### src/hdl/cile_pkg.sv
// Shared types and byte constants for the character literal encoder.
`default_nettype none

package cile_pkg;

  localparam int unsigned MAX_RUN = 7;

  typedef logic [7:0] byte_t;
  typedef logic [2:0] run_len_t;

  typedef struct packed {
    logic [MAX_RUN-1:0][7:0] bytes;
    run_len_t                len;
  } lit_desc_t;

  localparam byte_t CH_QMARK  = 8'h3F;
  localparam byte_t CH_BSLASH = 8'h5C;
  localparam byte_t CH_CARET  = 8'h5E;
  localparam byte_t CH_T      = 8'h74;
  localparam byte_t CH_N      = 8'h6E;
  localparam byte_t CH_R      = 8'h72;

  localparam logic [30:0] CODE_TAB = 31'h09;
  localparam logic [30:0] CODE_LF  = 31'h0A;
  localparam logic [30:0] CODE_CR  = 31'h0D;
  localparam logic [30:0] CODE_FS  = 31'h1C;
  localparam logic [30:0] CODE_DEL = 31'h7F;

endpackage

`default_nettype wire

### src/hdl/cile_front.sv
// Front end: accepts a character code and builds the full byte run of its literal.
`default_nettype none

module cile_front (
  input  wire logic              clk,
  input  wire logic              rst,
  input  wire logic              in_valid,
  output logic                   in_ready,
  input  wire logic [30:0]       char_code,
  output logic                   f_valid,
  input  wire logic              f_ready,
  output cile_pkg::lit_desc_t    f_desc
);
  import cile_pkg::*;

  lit_desc_t d;
  logic      needs_bs;
  logic      low7;

  assign low7 = (char_code[30:7] == 24'd0);

  always_comb begin
    case (char_code[6:0])
      7'h20, 7'h22, 7'h23, 7'h27, 7'h28, 7'h29, 7'h2C,
      7'h2E, 7'h3B, 7'h3F, 7'h5B, 7'h5C, 7'h5D, 7'h60: needs_bs = low7;
      default: needs_bs = 1'b0;
    endcase
  end

  always_comb begin
    d          = '0;
    d.bytes[0] = CH_QMARK;
    if (char_code == CODE_TAB || char_code == CODE_LF || char_code == CODE_CR) begin
      d.bytes[1] = CH_BSLASH;
      d.bytes[2] = char_code[2] ? CH_R : (char_code[0] ? CH_T : CH_N);
      d.len      = 3'd3;
    end else if (char_code == CODE_FS) begin
      d.bytes[1] = CH_BSLASH;
      d.bytes[2] = CH_CARET;
      d.bytes[3] = CH_BSLASH;
      d.bytes[4] = CH_BSLASH;
      d.len      = 3'd5;
    end else if (char_code[30:5] == 26'd0) begin
      d.bytes[1] = CH_BSLASH;
      d.bytes[2] = CH_CARET;
      d.bytes[3] = {3'b010, char_code[4:0]};
      d.len      = 3'd4;
    end else if (needs_bs) begin
      d.bytes[1] = CH_BSLASH;
      d.bytes[2] = char_code[7:0];
      d.len      = 3'd3;
    end else if (low7 && char_code != CODE_DEL) begin
      d.bytes[1] = char_code[7:0];
      d.len      = 3'd2;
    end else if (char_code == CODE_DEL) begin
      d.bytes[1] = CH_BSLASH;
      d.bytes[2] = CH_CARET;
      d.bytes[3] = CH_QMARK;
      d.len      = 3'd4;
    end else if (char_code[30:8] == 23'd0 && char_code[7:5] == 3'b100) begin
      // The code plus 0x40 always lands in 0xC0..0xDF, so its lead byte is fixed.
      d.bytes[1] = CH_BSLASH;
      d.bytes[2] = CH_CARET;
      d.bytes[3] = 8'hC3;
      d.bytes[4] = {2'b10, char_code[5:0]};
      d.len      = 3'd5;
    end else if (char_code[30:11] == 20'd0) begin
      d.bytes[1] = {3'b110, char_code[10:6]};
      d.bytes[2] = {2'b10, char_code[5:0]};
      d.len      = 3'd3;
    end else if (char_code[30:16] == 15'd0) begin
      d.bytes[1] = {4'b1110, char_code[15:12]};
      d.bytes[2] = {2'b10, char_code[11:6]};
      d.bytes[3] = {2'b10, char_code[5:0]};
      d.len      = 3'd4;
    end else if (char_code[30:21] == 10'd0) begin
      d.bytes[1] = {5'b11110, char_code[20:18]};
      d.bytes[2] = {2'b10, char_code[17:12]};
      d.bytes[3] = {2'b10, char_code[11:6]};
      d.bytes[4] = {2'b10, char_code[5:0]};
      d.len      = 3'd5;
    end else if (char_code[30:26] == 5'd0) begin
      d.bytes[1] = {6'b111110, char_code[25:24]};
      d.bytes[2] = {2'b10, char_code[23:18]};
      d.bytes[3] = {2'b10, char_code[17:12]};
      d.bytes[4] = {2'b10, char_code[11:6]};
      d.bytes[5] = {2'b10, char_code[5:0]};
      d.len      = 3'd6;
    end else begin
      d.bytes[1] = {7'b1111110, char_code[30]};
      d.bytes[2] = {2'b10, char_code[29:24]};
      d.bytes[3] = {2'b10, char_code[23:18]};
      d.bytes[4] = {2'b10, char_code[17:12]};
      d.bytes[5] = {2'b10, char_code[11:6]};
      d.bytes[6] = {2'b10, char_code[5:0]};
      d.len      = 3'd7;
    end
  end

  assign in_ready = !f_valid || f_ready;

  always_ff @(posedge clk) begin
    if (rst) begin
      f_valid <= 1'b0;
    end else if (in_ready) begin
      f_valid <= in_valid;
    end
  end

  always_ff @(posedge clk) begin
    if (in_valid && in_ready) begin
      f_desc <= d;
    end
  end

endmodule

`default_nettype wire

### src/hdl/cile_queue.sv
// Small register queue of literal descriptors between the front and back ends.
`default_nettype none

module cile_queue #(
  parameter int unsigned DEPTH = 2
) (
  input  wire logic              clk,
  input  wire logic              rst,
  input  wire logic              push_valid,
  output logic                   push_ready,
  input  wire cile_pkg::lit_desc_t push_desc,
  output logic                   pop_valid,
  input  wire logic              pop_ready,
  output cile_pkg::lit_desc_t    pop_desc
);
  import cile_pkg::*;

  localparam int unsigned AW = (DEPTH > 1) ? $clog2(DEPTH) : 1;
  localparam int unsigned CW = $clog2(DEPTH + 1);
  localparam logic [AW-1:0] LAST_SLOT = AW'(DEPTH - 1);
  localparam logic [CW-1:0] FULL_CNT  = CW'(DEPTH);

  lit_desc_t         slots [DEPTH];
  logic [AW-1:0]     wr_ptr;
  logic [AW-1:0]     rd_ptr;
  logic [CW-1:0]     count;
  logic              do_push;
  logic              do_pop;

  assign push_ready = (count != FULL_CNT);
  assign pop_valid  = (count != '0);
  assign pop_desc   = slots[rd_ptr];
  assign do_push    = push_valid && push_ready;
  assign do_pop     = pop_valid && pop_ready;

  always_ff @(posedge clk) begin
    if (rst) begin
      wr_ptr <= '0;
      rd_ptr <= '0;
      count  <= '0;
    end else begin
      if (do_push) begin
        wr_ptr <= (wr_ptr == LAST_SLOT) ? '0 : wr_ptr + 1'b1;
      end
      if (do_pop) begin
        rd_ptr <= (rd_ptr == LAST_SLOT) ? '0 : rd_ptr + 1'b1;
      end
      if (do_push && !do_pop) begin
        count <= count + 1'b1;
      end else if (do_pop && !do_push) begin
        count <= count - 1'b1;
      end
    end
  end

  always_ff @(posedge clk) begin
    if (do_push) begin
      slots[wr_ptr] <= push_desc;
    end
  end

endmodule

`default_nettype wire

### src/hdl/cile_back.sv
// Back end: serializes a literal descriptor into output words, one byte per cycle unless stalled.
`default_nettype none

module cile_back (
  input  wire logic              clk,
  input  wire logic              rst,
  input  wire logic              q_valid,
  output logic                   q_ready,
  input  wire cile_pkg::lit_desc_t q_desc,
  output logic                   out_valid,
  input  wire logic              out_ready,
  output logic [7:0]             out_byte,
  output logic [2:0]             run_length,
  output logic                   is_last
);
  import cile_pkg::*;

  lit_desc_t cur;
  logic      cur_valid;
  logic [2:0] idx;
  logic      emit;
  logic      at_end;
  logic      take;

  assign emit    = cur_valid && (!out_valid || out_ready);
  assign at_end  = (idx == cur.len - 3'd1);
  assign take    = q_valid && (!cur_valid || (emit && at_end));
  assign q_ready = !cur_valid || (emit && at_end);

  always_ff @(posedge clk) begin
    if (rst) begin
      cur_valid <= 1'b0;
      idx       <= '0;
    end else if (take) begin
      cur_valid <= 1'b1;
      idx       <= '0;
    end else if (emit && at_end) begin
      cur_valid <= 1'b0;
    end else if (emit) begin
      idx <= idx + 3'd1;
    end
  end

  always_ff @(posedge clk) begin
    if (take) begin
      cur <= q_desc;
    end
  end

  always_ff @(posedge clk) begin
    if (rst) begin
      out_valid <= 1'b0;
    end else if (emit) begin
      out_valid <= 1'b1;
    end else if (out_ready) begin
      out_valid <= 1'b0;
    end
  end

  always_ff @(posedge clk) begin
    if (emit) begin
      out_byte   <= cur.bytes[idx];
      run_length <= cur.len;
      is_last    <= at_end;
    end
  end

endmodule

`default_nettype wire

### src/hdl/char_id_literal_encoder_core.sv
// Top level of the character literal encoder: front end, descriptor queue and byte serializer.
// Each accepted character code produces run_length output words (2 to 7), one byte per
// cycle while the output is not stalled, the question mark first and is_last on the final
// byte. The byte serializer in the back end sets the rate, and the next code's first byte
// can follow its predecessor's last byte with no gap when the queue holds it. The front end
// keeps taking codes while the output side stalls, until the front-end register and the
// descriptor queue are full. On its way out a code passes the front-end register, a queue
// slot, the serializer's current descriptor and the output register.
`default_nettype none

module char_id_literal_encoder_core #(
  parameter int unsigned QUEUE_DEPTH = 2
) (
  input  wire logic        clk,
  input  wire logic        rst,
  input  wire logic        in_valid,
  output logic             in_ready,
  input  wire logic [30:0] char_code,
  output logic             out_valid,
  input  wire logic        out_ready,
  output logic [7:0]       out_byte,
  output logic [2:0]       run_length,
  output logic             is_last
);
  import cile_pkg::*;

  logic      f_valid;
  logic      f_ready;
  lit_desc_t f_desc;
  logic      q_valid;
  logic      q_ready;
  lit_desc_t q_desc;

  cile_front u_front (
    .clk       (clk),
    .rst       (rst),
    .in_valid  (in_valid),
    .in_ready  (in_ready),
    .char_code (char_code),
    .f_valid   (f_valid),
    .f_ready   (f_ready),
    .f_desc    (f_desc)
  );

  cile_queue #(
    .DEPTH (QUEUE_DEPTH)
  ) u_queue (
    .clk        (clk),
    .rst        (rst),
    .push_valid (f_valid),
    .push_ready (f_ready),
    .push_desc  (f_desc),
    .pop_valid  (q_valid),
    .pop_ready  (q_ready),
    .pop_desc   (q_desc)
  );

  cile_back u_back (
    .clk        (clk),
    .rst        (rst),
    .q_valid    (q_valid),
    .q_ready    (q_ready),
    .q_desc     (q_desc),
    .out_valid  (out_valid),
    .out_ready  (out_ready),
    .out_byte   (out_byte),
    .run_length (run_length),
    .is_last    (is_last)
  );

endmodule

`default_nettype wire

### config.mk
export PLATFORM = sky130hd
export DESIGN_NAME = char_id_literal_encoder_core
export DESIGN_NICKNAME = d
export VERILOG_FILES = /design/src/hdl/cile_pkg.sv /design/src/hdl/cile_front.sv /design/src/hdl/cile_queue.sv /design/src/hdl/cile_back.sv /design/src/hdl/char_id_literal_encoder_core.sv
export SDC_FILE = /design/constraint.sdc
export NUM_CORES = 1
export LEC_CHECK = 0
export BUFFER_PORTS_ARGS = -buffer_cell sky130_fd_sc_hd__buf_2
export CAP_MARGIN = 20
export CORE_MARGIN = 3
export CORE_UTILIZATION = 30
export DETAILED_ROUTE_END_ITERATION = 10
export GPL_TIMING_DRIVEN = 0
export PLACE_DENSITY = 0.51
export SETUP_SLACK_MARGIN = 0.05
export SLEW_MARGIN = 20
export SYNTH_ARGS = -nofsm -noshare
export SYNTH_HDL_FRONTEND = slang
export SYNTH_SLANG_ARGS = --single-unit
### constraint.sdc
create_clock -name clk -period 9.8 [get_ports clk]
set_input_delay 1.96 -clock clk [delete_from_list [all_inputs] [get_ports clk]]
set_output_delay 1.96 -clock clk [all_outputs]
set_load 0.005 [all_outputs]
# Word-level counts from Yosys, hierarchy flattened
# Memory sizes are Yosys's and may differ from the RTL's. A register that Yosys moved wholly into a read port is not among the register bits.
# Cells that the tools add are included.
# classes
n_addsub	6
multipliers	0
n_div	0
magnitude_cmp	1
n_eq_ne	23
n_shift	0
muxes	53
bitwise	1
n_reduce_logical	35
# ops
operator	n
24-bit two-way mux	9
40-bit two-way mux	5
32-bit two-way mux	3
31-bit by 4-bit == test with 1-bit output (second input constant)	3
16-bit two-way mux	5
7-bit by 6-bit == test with 1-bit output (second input constant)	10
38-bit two-way mux	1
8-bit two-way mux	4
31-bit by 5-bit == test with 1-bit output (second input constant)	1
31-bit by 7-bit == test with 1-bit output (second input constant)	1
31-bit two-way mux	1
31-bit by 7-bit inequality test with 1-bit output (second input constant)	1
7-bit == test (second input constant)	4
3-bit two-way mux	9
26-bit logical NOT	1
8-bit binary-select mux with 3-bit select	1
24-bit logical NOT	1
23-bit logical NOT	1
20-bit logical NOT	1
15-bit logical NOT	1
15-bit two-way mux	1
14-bit OR reduction	1
10-bit logical NOT	1
1-bit two-way mux	10
21 further kinds	43
# totals
ff_bits	81
latchBits	0
mem_bits_rw	102
rom_bits	0
inputBits	35
out_inout_bits	14
word_cells	142
mem_count	1
# mem_list
memory	words	width	read_ports	rd_ports_with_merged_regs	wr	line	text
u_queue.slots	2	51	1	1	1	cile_queue.sv:23	lit_desc_t slots [DEPTH];

# Depth between registers and ports, before layout
# Gate-level depths: netlist of the first run.
# logic_depth
ltp_word	20
depth_mapped	11
depth_no_buf	11

# Cells and area by module
# Synthesis of the first run repeated with hierarchy kept, for this count alone.
# hier_totals
hier_cells	680
area_unflattened_um2	10552.6
# by_module_without_submodules
module	n_inst	cells_each	area_per_inst_um2	seq_area_each_um2
cile_queue	1	208	4515.6	3643.5
cile_front	1	310	3083.0	1491.4
cile_back	1	162	2954.1	2232.1

# Least setup slack after synthesis of the first run
# No wires, ideal clock.
# synth_path
path_kind	in2reg
start	in out_ready
end	reg u_queue.count[1]
setup_time_ps	71
arrival_ps	4443
required_ps	9729
slack_ps	5287
path_stages	7
path_buffers	0
cell_sequence	nor2b_1 -> o21ai_0 -> o21a_1 -> inv_1 -> ha_1 -> or3_1 -> a21oi_1
# synth_between
elab_chain_cells	8
word_cells_on_any_way	10
classes_between	mux: 1; reduce/logical: 9
# synth_lines
element	line	text
from (decl)	char_id_literal_encoder_core.sv:20	input wire logic out_ready,
1-bit logical OR (*)	cile_back.sv:25	assign emit = cur_valid && (!out_valid || out_ready);
1-bit logical AND (*)	cile_back.sv:25	
1-bit logical AND (*)	-	
1-bit logical OR (*)	-	
1-bit logical AND (*)	-	
via u_back.take	cile_back.sv:23	logic take;
1-bit logical NOT	cile_queue.sv:48	if (do_push && !do_pop) begin
1-bit logical AND	cile_queue.sv:48	
2-bit two-way mux / 2-bit nonzero test (equally long branches)	-	
to (signal assigned)	cile_queue.sv:49	count <= count + 1'b1;
to (signal assigned)	cile_queue.sv:51	count <= count - 1'b1;
to (decl)	cile_queue.sv:26	logic [CW-1:0] count;
# Mark *: on every way through the listed nets, which the timed path passes. The rest lies on a longest branch.
# A chain may end at the register's enable or synchronous reset.

# Final worst setup path of the first run
# layout_path
start	in char_code[21]
end	reg, netlist name u_front.f_desc[24]
# layout_between
elab_chain_cells	19
word_cells_on_any_way	35
classes_between	eq/ne: 6; mux: 19; reduce/logical: 10
# layout_lines
element	line	text
from (decl)	char_id_literal_encoder_core.sv:18	input wire logic [30:0] char_code,
10-bit logical NOT	cile_front.sv:76	end else if (char_code[30:21] == 10'd0) begin
32-bit two-way mux	cile_front.sv:76	
24-bit two-way mux	cile_front.sv:71	end else if (char_code[30:16] == 15'd0) begin
16-bit two-way mux	cile_front.sv:67	end else if (char_code[30:11] == 20'd0) begin
32-bit two-way mux	cile_front.sv:60	end else if (char_code[30:8] == 23'd0 && char_code[7:5] == 3'b100) begin
24-bit two-way mux	cile_front.sv:55	end else if (char_code == CODE_DEL) begin
24-bit two-way mux	cile_front.sv:48	end else if (needs_bs) begin
24-bit two-way mux	cile_front.sv:43	end else if (char_code[30:5] == 26'd0) begin
[... 3 more ...]	-	
40-bit two-way mux	cile_front.sv:48	
40-bit two-way mux	cile_front.sv:43	
40-bit two-way mux	cile_front.sv:37	end else if (char_code == CODE_FS) begin
40-bit two-way mux	cile_front.sv:33	if (char_code == CODE_TAB || char_code == CODE_LF || char_code == CODE_CR) begin
16-bit two-way mux	cile_front.sv:48	
24-bit two-way mux	cile_front.sv:43	
31-bit two-way mux	cile_front.sv:37	
16-bit two-way mux (*)	cile_front.sv:33	
# Mark *: on every way between the ends. The rest lies on a longest branch, timed or not. The select of a mux whose other input is x is not followed.

==> results of run 1 <==
state kept, by name, summed over array words and instances (netlist names):
name,flops
u_queue.slots,98
u_back.cur,49
u_front.f_desc,49
u_back.out_byte,8
u_back.idx,3
u_back.run_length,3
u_queue.count,2
u_back.cur_valid,1
u_back.is_last,1
u_back.out_valid,1
u_front.f_valid,1
u_queue.rd_ptr,1
u_queue.wr_ptr,1
per-layer routing:
layer	routed length (um)	global-route usage (%)	vias to the layer above
met2	10100	21.0	181
met4	391	2.96	0
met3	1100	2.03	30
met5	0	0	-
li1	-	-	2617
met1	10500	19.0	2674
cell usage in the layout, fill, tap and decap left out, types with 4 or more instances in the layout:
cell type  instances
edfxtp_1         208
nor2_1            56
a21oi_1           54
mux2_2            50
buf_2             46
clkbuf_1          27
nand2_1           26
clkbuf_16         23
o21ai_0           21
mux2i_1           18
inv_1             17
nor3_1            10
dfxtp_1           10
buf_1              9
nand3_1            8
nor4_1             8
a221oi_1           8
xor2_1             7
and2_1             6
a22oi_1            6
a211oi_1           6
nand2b_1           5
a22o_1             5
clkinv_2           5
clkinv_1           5
nor2b_1            4
or4_1              4
nand4_1            4
o31ai_1            4
a31oi_1            4
cells by family (layout without fill, tap and decap cells):
group                    Yosys count  after routing
multiplexers                      68             68
buffers and inverters             56            139
XOR/XNOR                           9              9
AND/OR/NAND/NOR                  158            158
flip-flops                       218            218
AO/OA/AOI/OAI                    133            133
adder cells (fa/ha/maj)            3              3
worst register-to-register path, stage by stage, from the launching register on:
cell and delay [ns]:
dfxtp_1 0.30, clkbuf_1 0.40, xnor3_1 0.34, nand3_1 0.14
o21ai_0 0.34, o21a_4 0.34, inv_1 0.07, ha_1 0.31
or3_1 0.37, a21oi_1 0.13
worst max-delay path by stage:
stage	depth (start not counted)	endpoint	slack, ns	start
global route	9	u_front.f_desc[24]$_SDFFCE_PP1P_	5.61	char_code[21]
finish	9	u_front.f_desc[24]$_SDFFCE_PP1P_	5.78	char_code[21]
detailed placement	9	u_front.f_desc[12]$_SDFFCE_PP0P_	5.25	char_code[30]
floorplan	7	u_queue.count[1]$_SDFFE_PP0P_	5.29	out_ready
CTS	9	u_front.f_desc[12]$_SDFFCE_PP0P_	5.77	char_code[30]
global placement	8	u_queue.count[1]$_SDFFE_PP0P_	4.45	out_ready
cell type report:
type                       count  area (um^2)
multi-input combinational    371         2580
fill                        2931        19300
sequential                   218         6450
timing repair buffer          46          313
clock inverter                10         43.8
clock buffer                  27          591
tap                          390          488
inverter                      18         67.6
buffer                        38          155
through the flow:
| stage | hold WS, ns | utilization, % | setup slack, ns | area, um^2 | cells |
|---|---|---|---|---|---|
| global route | 0.450 | 35.7 | 5.61 | 10700 | 1118 |
| CTS | 0.443 | 35.7 | 5.77 | 10700 | 1118 |
| detailed placement | 0.430 | 33.5 | 5.25 | 10000 | 1081 |
| finish | 0.445 | 35.7 | 5.78 | 10700 | 1118 |
| floorplan | 0.421 | - | 5.29 | 9220 | 645 |
| global placement | 0.424 | 33.1 | 4.45 | 9920 | 1077 |
where the power goes:
part           switching [W]  internal, W  total [W]
Sequential         0.0000432      0.00120    0.00125
Clock               0.000319     0.000424   0.000743
Combinational       0.000243     0.000146   0.000390
==> flow_metrics.py, run 1 <==
metrics = {
    "global_routing": {
        "grt_first_pass_wirelength_um": 33400,
        "grt_antenna_before_repair": 0,
        "gr-usage-all-layers_pct": 13.2,
        "grt_max_degree": 50,
        "grt_pass1_vias": 5344,
        "grt_remaining_overflow": 0,
    },
    "cts": {
        "clk_path_buf_depth": 3,
        "clk-insertion-delay-late_ns": 0.49,
        "cts_buffers": 22,
        "cts.sinks": 218,
        "cts-root-buf": "clkbuf_16",
        "post_cts_buffers": 0,
        "htree_levels": 1,
        "ctsHoldBuffers": 0,
        "post_cts_resized": 0,
        "cts_tree": "done",
        "path_clk_slew_ns": 0.06,
    },
    "critical_path": {
        "endpoint_kind": "flip-flop",
        "r2r_slack_ns": 6.98,
        "crit_slowest_cell": "or4_1",
        "regToRegEndpoint": "u_queue.count[1]$_SDFFE_PP0P_",
        "worstPathRequired_ns": 10.04,
        "cpLargestDelayFamily": "simple AND/OR/NAND/NOR gates",
        "cp_max_fo": 9,
        "arrival_ns": 4.26,
        "path_class": "in -> reg",
        "cp_cell_sequence": "buf_2 -> or4_1 -> buf_2 -> nor4_4 -> nand4_4 -> nand2_2 -> inv_1 -> a22oi_1 -> o21bai_1",
        "slowest_delay_ns": 0.51,
        "ff2ff_path_depth": 9,
        "cpMostUsedCell": "buf_2",
        "regToRegStartpoint": "u_back.idx[2]$_SDFFE_PP0P_",
        "crit_buf_inv": 3,
        "start_kind": "input port",
    },
    "yosys": {
        "yosys.area_share.adder_pct": 0.407,
        "synth_seq_cells": 218,
        "postSynthAreaPerCell_um2": 14.3,
        "synth_top_area_cell": "edfxtp_1",
        "synth_top_family_by_area": "simple AND/OR/NAND/NOR gates",
        "synth.most_common_cell": "edfxtp_1",
        "synth_cell_types": 67,
        "synth-xor-area-share_pct": 1.00,
        "post_synth_mux_area_share_pct": 8.06,
        "synth_ff_type": "edfxtp_1",
        "async_reset_ff_share_pct": 0,
        "synth_area_um2": 9220,
        "synth_compound_area_share_pct": 9.09,
        "yosys.area_share.simple_pct": 9.12,
        "yosys_warnings": 0,
        "syn_nets": 683,
        "synth_top_cell_area_share_pct": 67.7,
        "netlist_instances": 645,
        "synthTopCellsByCount": "edfxtp_1, nor2_1, a21oi_1",
        "synth_edf_count": 208,
        "yosysSeqAreaShare_pct": 69.9,
        "synthTopCellsByArea": "edfxtp_1, mux2_2, a21oi_1, nor2_1, dfxtp_1",
    },
    "drt": {
        "drc": 0,
        "post_drt_wl_per_cell_um": 19.7,
        "vias": 5502,
        "viasPerCell": 4.92,
        "routed_wl_um": 22000,
        "drtIter0Drc": 517,
        "ant_nets": 0,
        "first_pass_iters": 5,
    },
    "floorplanning": {
        "rows": 63,
        "initial_utilization_pct": 30.8,
        "die_x_um": 181,
        "num_io_pins": 49,
        "fp.dieH_um": 181,
        "die-area_um2": 32900,
        "core_area_um2": 30000,
    },
    "sta": {
        "max_freq_mhz": 248,
        "fin_skew_ns": 0.00959,
        "finalHoldViolCount": 0,
        "rsz0062_at_grt": "false",
        "post-route-period-util_pct": 41.1,
        "setup_viol": 0,
        "slew_headroom_pct": 45.0,
        "tightest_slew_ns": 0.805,
        "fin_setup_tns_ns": 0,
        "period_needed_ns": 4.02,
        "slew_viol_final": 0,
    },
    "placement": {
        "port_buffers": 42,
        "hpwl_um": 15200,
        "gp_congestion": 0.950,
    },
    "job": {
        "max_cap_violations": 0,
    },
    "worst_hold_path": {
        "worstHoldStart": "u_front.f_desc[34]$_SDFFCE_PP0P_",
        "holdPathEnd": "u_queue.slots[1][26]$_DFFE_PP_",
        "hold_path_class": "reg -> reg",
        "holdPathStages": 0,
    },
    "pwr": {
        "p_per_area_nw_per_um2": 223,
        "ir_worst_vdd_v": 0.000115,
        "fin_total_pwr_w": 0.00238,
        "leakage_nw": 3.41,
    },
    "run_status": {
        "status": "completed",
    },
    "final_layout": {
        "area_growth_pct": 15.8,
        "finalNetCount": 753,
        "diodes": 0,
        "drive_gt1_share_pct": 21.0,
    },
}
Power figures use the tool's default switching activity.
==> inputs of run 2 (changes only) <==
--- a/config.mk
+++ b/config.mk
@@ -5,13 +5,14 @@
 export SDC_FILE = /design/constraint.sdc
 export NUM_CORES = 1
 export LEC_CHECK = 0
+export ABC_AREA = 1
 export BUFFER_PORTS_ARGS = -buffer_cell sky130_fd_sc_hd__buf_2
 export CAP_MARGIN = 20
 export CORE_MARGIN = 3
 export CORE_UTILIZATION = 30
 export DETAILED_ROUTE_END_ITERATION = 10
 export GPL_TIMING_DRIVEN = 0
-export PLACE_DENSITY = 0.51
+export PLACE_DENSITY = 0.53
 export SETUP_SLACK_MARGIN = 0.05
 export SLEW_MARGIN = 20
 export SYNTH_ARGS = -nofsm -noshare
==> constraint.sdc (replaced) <==
create_clock -name clk -period 3.7 [get_ports clk]
set_input_delay 0.74 -clock clk [delete_from_list [all_inputs] [get_ports clk]]
set_output_delay 0.74 -clock clk [all_outputs]
set_load 0.005 [all_outputs]
==> run 2 against run 1 <==
Power grew to 3.0 times the previous value; cell count rose by 21%; synthesized cell count rose by 34%; routed wire length grew 0.98%.
==> flow_metrics.py, run 2 <==
metrics = {
    "floorplanning": {
        "num_io_pins": 49,
        "die_x_um": 183,
        "initial_utilization_pct": 30.5,
        "fp.dieH_um": 183,
        "rows": 64,
        "core_area_um2": 30700,
        "die-area_um2": 33300,
    },
    "global_routing": {
        "grt_antenna_before_repair": 0,
        "grt_first_pass_wirelength_um": 34800,
        "grt_remaining_overflow": 0,
        "grt_pass1_vias": 6067,
        "grt_max_degree": 34,
        "gr-usage-all-layers_pct": 13.2,
    },
    "cts": {
        "path_clk_slew_ns": 0.07,
        "clk_path_buf_depth": 3,
        "htree_levels": 1,
        "ctsHoldBuffers": 0,
        "clk-insertion-delay-late_ns": 0.50,
        "cts.sinks": 218,
        "cts-root-buf": "clkbuf_16",
        "cts_buffers": 22,
        "post_cts_buffers": 0,
        "post_cts_resized": 0,
        "cts_tree": "done",
    },
    "yosys": {
        "syn_nets": 903,
        "synthTopCellsByCount": "nand2_1, edfxtp_1, inv_1",
        "netlist_instances": 865,
        "synth_cell_types": 37,
        "synth_ff_type": "edfxtp_1",
        "postSynthAreaPerCell_um2": 10.8,
        "yosys_warnings": 0,
        "synth_top_area_cell": "edfxtp_1",
        "synth_area_um2": 9350,
        "synthTopCellsByArea": "edfxtp_1, nand2_1, inv_1, nor2_1, o21ai_0",
        "synth_edf_count": 208,
        "synth_seq_cells": 218,
        "synth_top_cell_area_share_pct": 66.8,
        "synth.most_common_cell": "nand2_1",
        "async_reset_ff_share_pct": 0,
        "yosysSeqAreaShare_pct": 69.0,
    },
    "pwr": {
        "p_per_area_nw_per_um2": 646,
        "fin_total_pwr_w": 0.00707,
        "ir_worst_vdd_v": 0.000299,
        "intPower_w": 0.00505,
        "switching_share_pct": 28.6,
        "p_sw_w": 0.00202,
        "leakage_nw": 4.19,
        "pwr-share-seq_pct": 49.2,
        "power_frac_comb_pct": 19.4,
        "clock_power_share_pct": 31.4,
    },
    "critical_path": {
        "start_kind": "flip-flop",
        "cp_cell_sequence": "inv_1 -> ha_1 -> xnor2_1 -> a21oi_1 -> nand2_1 -> o21ai_0 -> o21ai_1 -> inv_2 -> buf_12",
        "arrival_ns": 2.74,
        "path_class": "reg -> reg",
        "worstPathRequired_ns": 3.88,
        "endpoint_kind": "flip-flop",
        "slowest_delay_ns": 0.41,
        "crit_slowest_cell": "edfxtp_1",
        "cp_max_fo": 33,
    },
    "final_layout": {
        "fill_cells": 3093,
        "largest_reg_flops": 98,
        "diodes": 0,
        "mostFrequentLayoutCells": "nand2_1, edfxtp_1, inv_1",
        "layout.cells.most_common": "nand2_1",
        "regMostFlops": "u_queue.slots",
        "drive_gt1_share_pct": 13.5,
        "final_cells": 1352,
        "finalNetCount": 978,
        "reg_top3": "u_queue.slots (98), u_back.cur (49), u_front.f_desc (49)",
        "area_growth_pct": 17.2,
    },
    "sta": {
        "tightest_slew_ns": 0.719,
        "slew_headroom_pct": 51.6,
        "slew_viol_final": 0,
        "hold_slack_ns": 0.434,
        "fin_skew_ns": 0.0193,
        "rsz0062_at_grt": "false",
        "post-route-period-util_pct": 69.2,
        "finalHoldViolCount": 0,
        "fin_setup_tns_ns": 0,
        "period_needed_ns": 2.56,
        "max_freq_mhz": 390,
        "setup_viol": 0,
    },
    "drt": {
        "drtIter0Drc": 566,
        "viasPerCell": 4.60,
        "routed_wl_um": 22200,
        "post_drt_wl_per_cell_um": 16.5,
        "ant_nets": 0,
        "first_pass_iters": 5,
        "vias": 6215,
        "drc": 0,
    },
    "job": {
        "max_cap_violations": 0,
    },
    "run_status": {
        "status": "completed",
    },
    "placement": {
        "port_buffers": 45,
        "gp_congestion": 0.872,
        "placedCellCount": 1312,
        "hpwl_um": 16300,
    },
    "worst_hold_path": {
        "hold_path_class": "reg -> reg",
    },
}
[run 2: worst paths after layout]
path                            cells past startpoint  slack (ns)                            end                        startpoint
worst min-delay path                                0        0.43  u_queue.slots[0][9]$_DFFE_PP_  u_front.f_desc[17]$_SDFFCE_PP1P_
worst max register to register                      9        1.14       u_back.cur[24]$_DFFE_PP_           u_back.cur[0]$_DFFE_PP_
worst max-delay path                                9        1.14       u_back.cur[24]$_DFFE_PP_           u_back.cur[0]$_DFFE_PP_
worst min register to register                      0        0.43  u_queue.slots[0][9]$_DFFE_PP_  u_front.f_desc[17]$_SDFFCE_PP1P_
[run 2: worst max-delay path: cells and delay by family, from the launching register on]
family | cells | cell delay, ns
adder cells (fa/ha/maj) | 1 | 0.24
XOR/XNOR | 1 | 0.12
flip-flops | 1 | 0.41
AO/OA/AOI/OAI | 3 | 0.60
buffers and inverters | 3 | 0.70
AND/OR/NAND/NOR | 1 | 0.16
[run 2: layout make-up]
class | instances | area (um^2) | share of cell area [%]
plain buffers | 31 | 138 | 1.26
clock buffers | 25 | 583 | 5.32
clock inverters | 15 | 148 | 1.35
inverters | 77 | 289 | 2.64
multi-input cells | 539 | 2490 | 22.8
flip-flops and latches | 218 | 6450 | 58.9
well taps | 396 | 495 | 4.52
repair buffers | 51 | 360 | 3.29
[run 2: cell families (layout without fill, tap and decap cells)]
kind of cell / Yosys count / after routing / synth area share [%]
AOI/OAI and AO/OA: 109 / 109 / 6.83
xor gates and xnor gates: 3 / 3 / 0.281
adders and majority gates: 3 / 3 / 0.402
buffers and inverters: 108 / 199 / 4.56
DFF: 218 / 218 / 69.0
and+or+nand+nor: 424 / 424 / 19.0
[run 2: metal layers]
metal | track usage [%] | share of wire (%) | routed length, um
met3 | 2.13 | 5.7 | 1270
met5 | 0 | 0 | 0
met2 | 20.4 | 44 | 9880
met1 | 18.9 | 47 | 10400
met4 | 4.84 | 3.0 | 676
[run 2: stage by stage]
stage	util, %	area [um^2]	setup slack, ns
floorplan	-	9350	0.641
global placement	32.8	10100	-0.951
finish	35.7	11000	1.14
global route	35.7	11000	0.859
detailed placement	33.3	10200	1.05
CTS	35.7	10900	1.09
[run 2: power by group through the flow]
stage | clock [W] | combinational (W) | sequential [W]
floorplan | 0 | 0.000841 | 0.00350
global placement | 0 | 0.00131 | 0.00356
detailed placement | 0 | 0.00139 | 0.00353
CTS | 0.00228 | 0.00140 | 0.00348
global route | 0.00238 | 0.00157 | 0.00352
finish | 0.00222 | 0.00137 | 0.00348
==> inputs of run 3 (changes only) <==
--- a/config.mk
+++ b/config.mk
@@ -5,14 +5,14 @@
 export SDC_FILE = /design/constraint.sdc
 export NUM_CORES = 1
 export LEC_CHECK = 0
-export ABC_AREA = 1
+export ABC_AREA = 0
 export BUFFER_PORTS_ARGS = -buffer_cell sky130_fd_sc_hd__buf_2
 export CAP_MARGIN = 20
 export CORE_MARGIN = 3
 export CORE_UTILIZATION = 30
 export DETAILED_ROUTE_END_ITERATION = 10
 export GPL_TIMING_DRIVEN = 0
-export PLACE_DENSITY = 0.53
+export PLACE_DENSITY = 0.51
 export SETUP_SLACK_MARGIN = 0.05
 export SLEW_MARGIN = 20
 export SYNTH_ARGS = -nofsm -noshare
==> constraint.sdc (replaced) <==
create_clock -name clk -period 2.6 [get_ports clk]
set_input_delay 0.52 -clock clk [delete_from_list [all_inputs] [get_ports clk]]
set_output_delay 0.52 -clock clk [all_outputs]
set_load 0.005 [all_outputs]
==> run 3 against run 2 <==
Count of clock-buffer cells in the layout is 4 higher; clock skew is 0.0010 ns higher; routed wire length grew 2.4%; largest cell class unchanged.
==> flow_metrics.py, run 3 (synthesis gave the netlist of run 1 again) <==
metrics = {
    "global_routing": {
        "grt_pass1_vias": 5455,
        "grt_antenna_before_repair": 0,
        "gr-usage-met3_pct": 1.89,
        "gr-usage-all-layers_pct": 13.7,
        "top_usage_layer": "met2",
        "grt_first_pass_wirelength_um": 34600,
        "grt_remaining_overflow": 0,
        "met2_usage_pct": 21.2,
        "grt_max_degree": 50,
        "use_met1_pct": 19.6,
    },
    "floorplanning": {
        "fp.dieH_um": 181,
        "initial_utilization_pct": 30.8,
        "core_area_um2": 30000,
        "die_x_um": 181,
        "num_io_pins": 49,
        "rows": 63,
        "die-area_um2": 32900,
    },
    "cts": {
        "cts_buffers": 23,
        "clk_path_buf_depth": 3,
        "cts-root-buf": "clkbuf_16",
        "cts_tree": "done",
        "htree_levels": 1,
        "path_clk_slew_ns": 0.06,
        "cts.sinks": 218,
        "clk-insertion-delay-late_ns": 0.51,
        "ctsHoldBuffers": 0,
    },
    "placement": {
        "hpwl_um": 15400,
        "placed_area_um2": 10000,
        "pre_cts_ws_ns": -0.694,
        "port_buffers": 42,
        "gp_congestion": 0.913,
    },
    "critical_path": {
        "slowest_delay_ns": 0.59,
        "start_kind": "input port",
        "cp_cell_sequence": "buf_2 -> or4_1 -> nor2_1 -> clkbuf_4 -> inv_2 -> clkbuf_2 -> a211oi_1 -> a21oi_1 -> o31ai_1 -> o311a_1",
        "crit_slowest_cell": "or4_1",
        "path_class": "in -> reg",
        "cp_max_fo": 10,
        "arrival_ns": 2.83,
        "cpLargestDelayFamily": "compound AO/OA/AOI/OAI gates",
        "endpoint_kind": "flip-flop",
        "worstPathRequired_ns": 2.97,
        "crit_buf_inv": 4,
    },
    "final_layout": {
        "diodes": 0,
        "drive_gt1_share_pct": 23.7,
        "area_growth_pct": 18.5,
        "reg_top3": "u_queue.slots (98), u_back.cur (49), u_front.f_desc (49)",
        "mostFrequentLayoutCells": "edfxtp_1, nor2_1, a21oi_1",
        "regMostFlops": "u_queue.slots",
        "design_area_um2": 10900,
        "largest_reg_flops": 98,
        "finalNetCount": 757,
        "layout.cells.most_common": "edfxtp_1",
        "fin_util_pct": 36.5,
    },
    "sta": {
        "fin_ws_ns": 0.135,
        "tightest_slew_ns": 0.905,
        "post-route-period-util_pct": 94.8,
        "slew_viol_final": 0,
        "rsz0062_at_grt": "true",
        "slew_headroom_pct": 39.7,
        "fin_setup_tns_ns": 0,
        "setup_viol": 0,
        "period_needed_ns": 2.46,
        "finalHoldViolCount": 0,
        "fin_skew_ns": 0.0203,
        "max_freq_mhz": 406,
        "hold_slack_ns": 0.254,
    },
    "drt": {
        "drc": 0,
        "ant_nets": 0,
        "drtIter0Drc": 365,
        "vias": 5543,
        "post_drt_wl_per_cell_um": 20.3,
        "routed_wl_um": 22800,
        "viasPerCell": 4.93,
        "first_pass_iters": 6,
    },
    "pwr": {
        "clock_power_share_pct": 35.6,
        "leakage_nw": 3.54,
        "switching_share_pct": 24.6,
        "intPower_w": 0.00729,
        "p_sw_w": 0.00238,
        "power_frac_comb_pct": 15.6,
        "pwr-share-seq_pct": 48.8,
        "ir_worst_vdd_v": 0.000406,
        "p_per_area_nw_per_um2": 886,
    },
    "job": {
        "max_cap_violations": 0,
    },
    "run_status": {
        "status": "completed",
    },
    "worst_hold_path": {
        "hold_path_class": "in -> reg",
    },
}
run 3: cell count changes in the layout (fill, tap and decap cells not counted), moves of 24 or more:
cell and delta:
o21ai_0 -24, mux2_2 +50, nand3_1 -24, inv_1 -51, a21oi_1 +25, nand2_1 -265
run 3: per-stage QoR:
step | cells | total power [W]
after floorplan | 645 | 0.00568
after global placement | 1077 | 0.00621
final | 1125 | 0.00968
after CTS | 1124 | 0.00981
after detailed placement | 1080 | 0.00624
after global routing | 1125 | 0.0101
run 3: power by group through the flow:
stage / Clock (W) / Sequential [W] / Combinational [W]
after floorplan: 0 / 0.00473 / 0.000943
after global placement: 0 / 0.00478 / 0.00143
after detailed placement: 0 / 0.00478 / 0.00146
after CTS: 0.00354 / 0.00473 / 0.00154
after global routing: 0.00370 / 0.00477 / 0.00167
final: 0.00344 / 0.00472 / 0.00151
run 3: worst register-to-register path, stage by stage, from the launching register on:
cell	delay, ns
edfxtp_1	0.38
inv_1	0.06
ha_1	0.20
xnor3_1	0.29
nand3_2	0.14
o21ai_4	0.25
o21a_4	0.16
inv_1	0.04
ha_1	0.30
or3_1	0.37
a21oi_1	0.14
run 3: path summary, 6_finish.rpt:
check	from	to	slack (ns)	cells past startpoint
setup / recovery	char_code[30]	u_front.f_desc[20]$_DFFE_PP_	0.14	10
hold / removal	in_valid	u_front.f_valid$_SDFFE_PP0N_	0.25	3
setup reg to reg	u_back.cur[0]$_DFFE_PP_	u_queue.count[1]$_SDFFE_PP0P_	0.20	10
hold reg to reg	u_front.f_desc[29]$_SDFFCE_PP0P_	u_queue.slots[0][21]$_DFFE_PP_	0.43	0
run 3: timing repair:
action                                  CTS  global route
gates resized for setup                   8            14
endpoints found under the setup margin   62            39
cloned                                    2             0
pin swaps                                 1             1
buffers inserted                          2             1
run 3: area by class of cell:
class / instances / area [um^2]
plain buffers: 37 / 159
clock buffers: 29 / 628
clock inverters: 12 / 185
fillers: 2908 / 19000
inverters: 18 / 67.6
multi-input cells: 373 / 2660
flip-flops and latches: 218 / 6450
well taps: 390 / 488
repair buffers: 48 / 300
run 3: routing by layer:
layer	up-vias	wire length [um]
met1	2693	10700
met4	0	794
li1	2630	-
met2	173	10200
met5	-	0
met3	47	1080
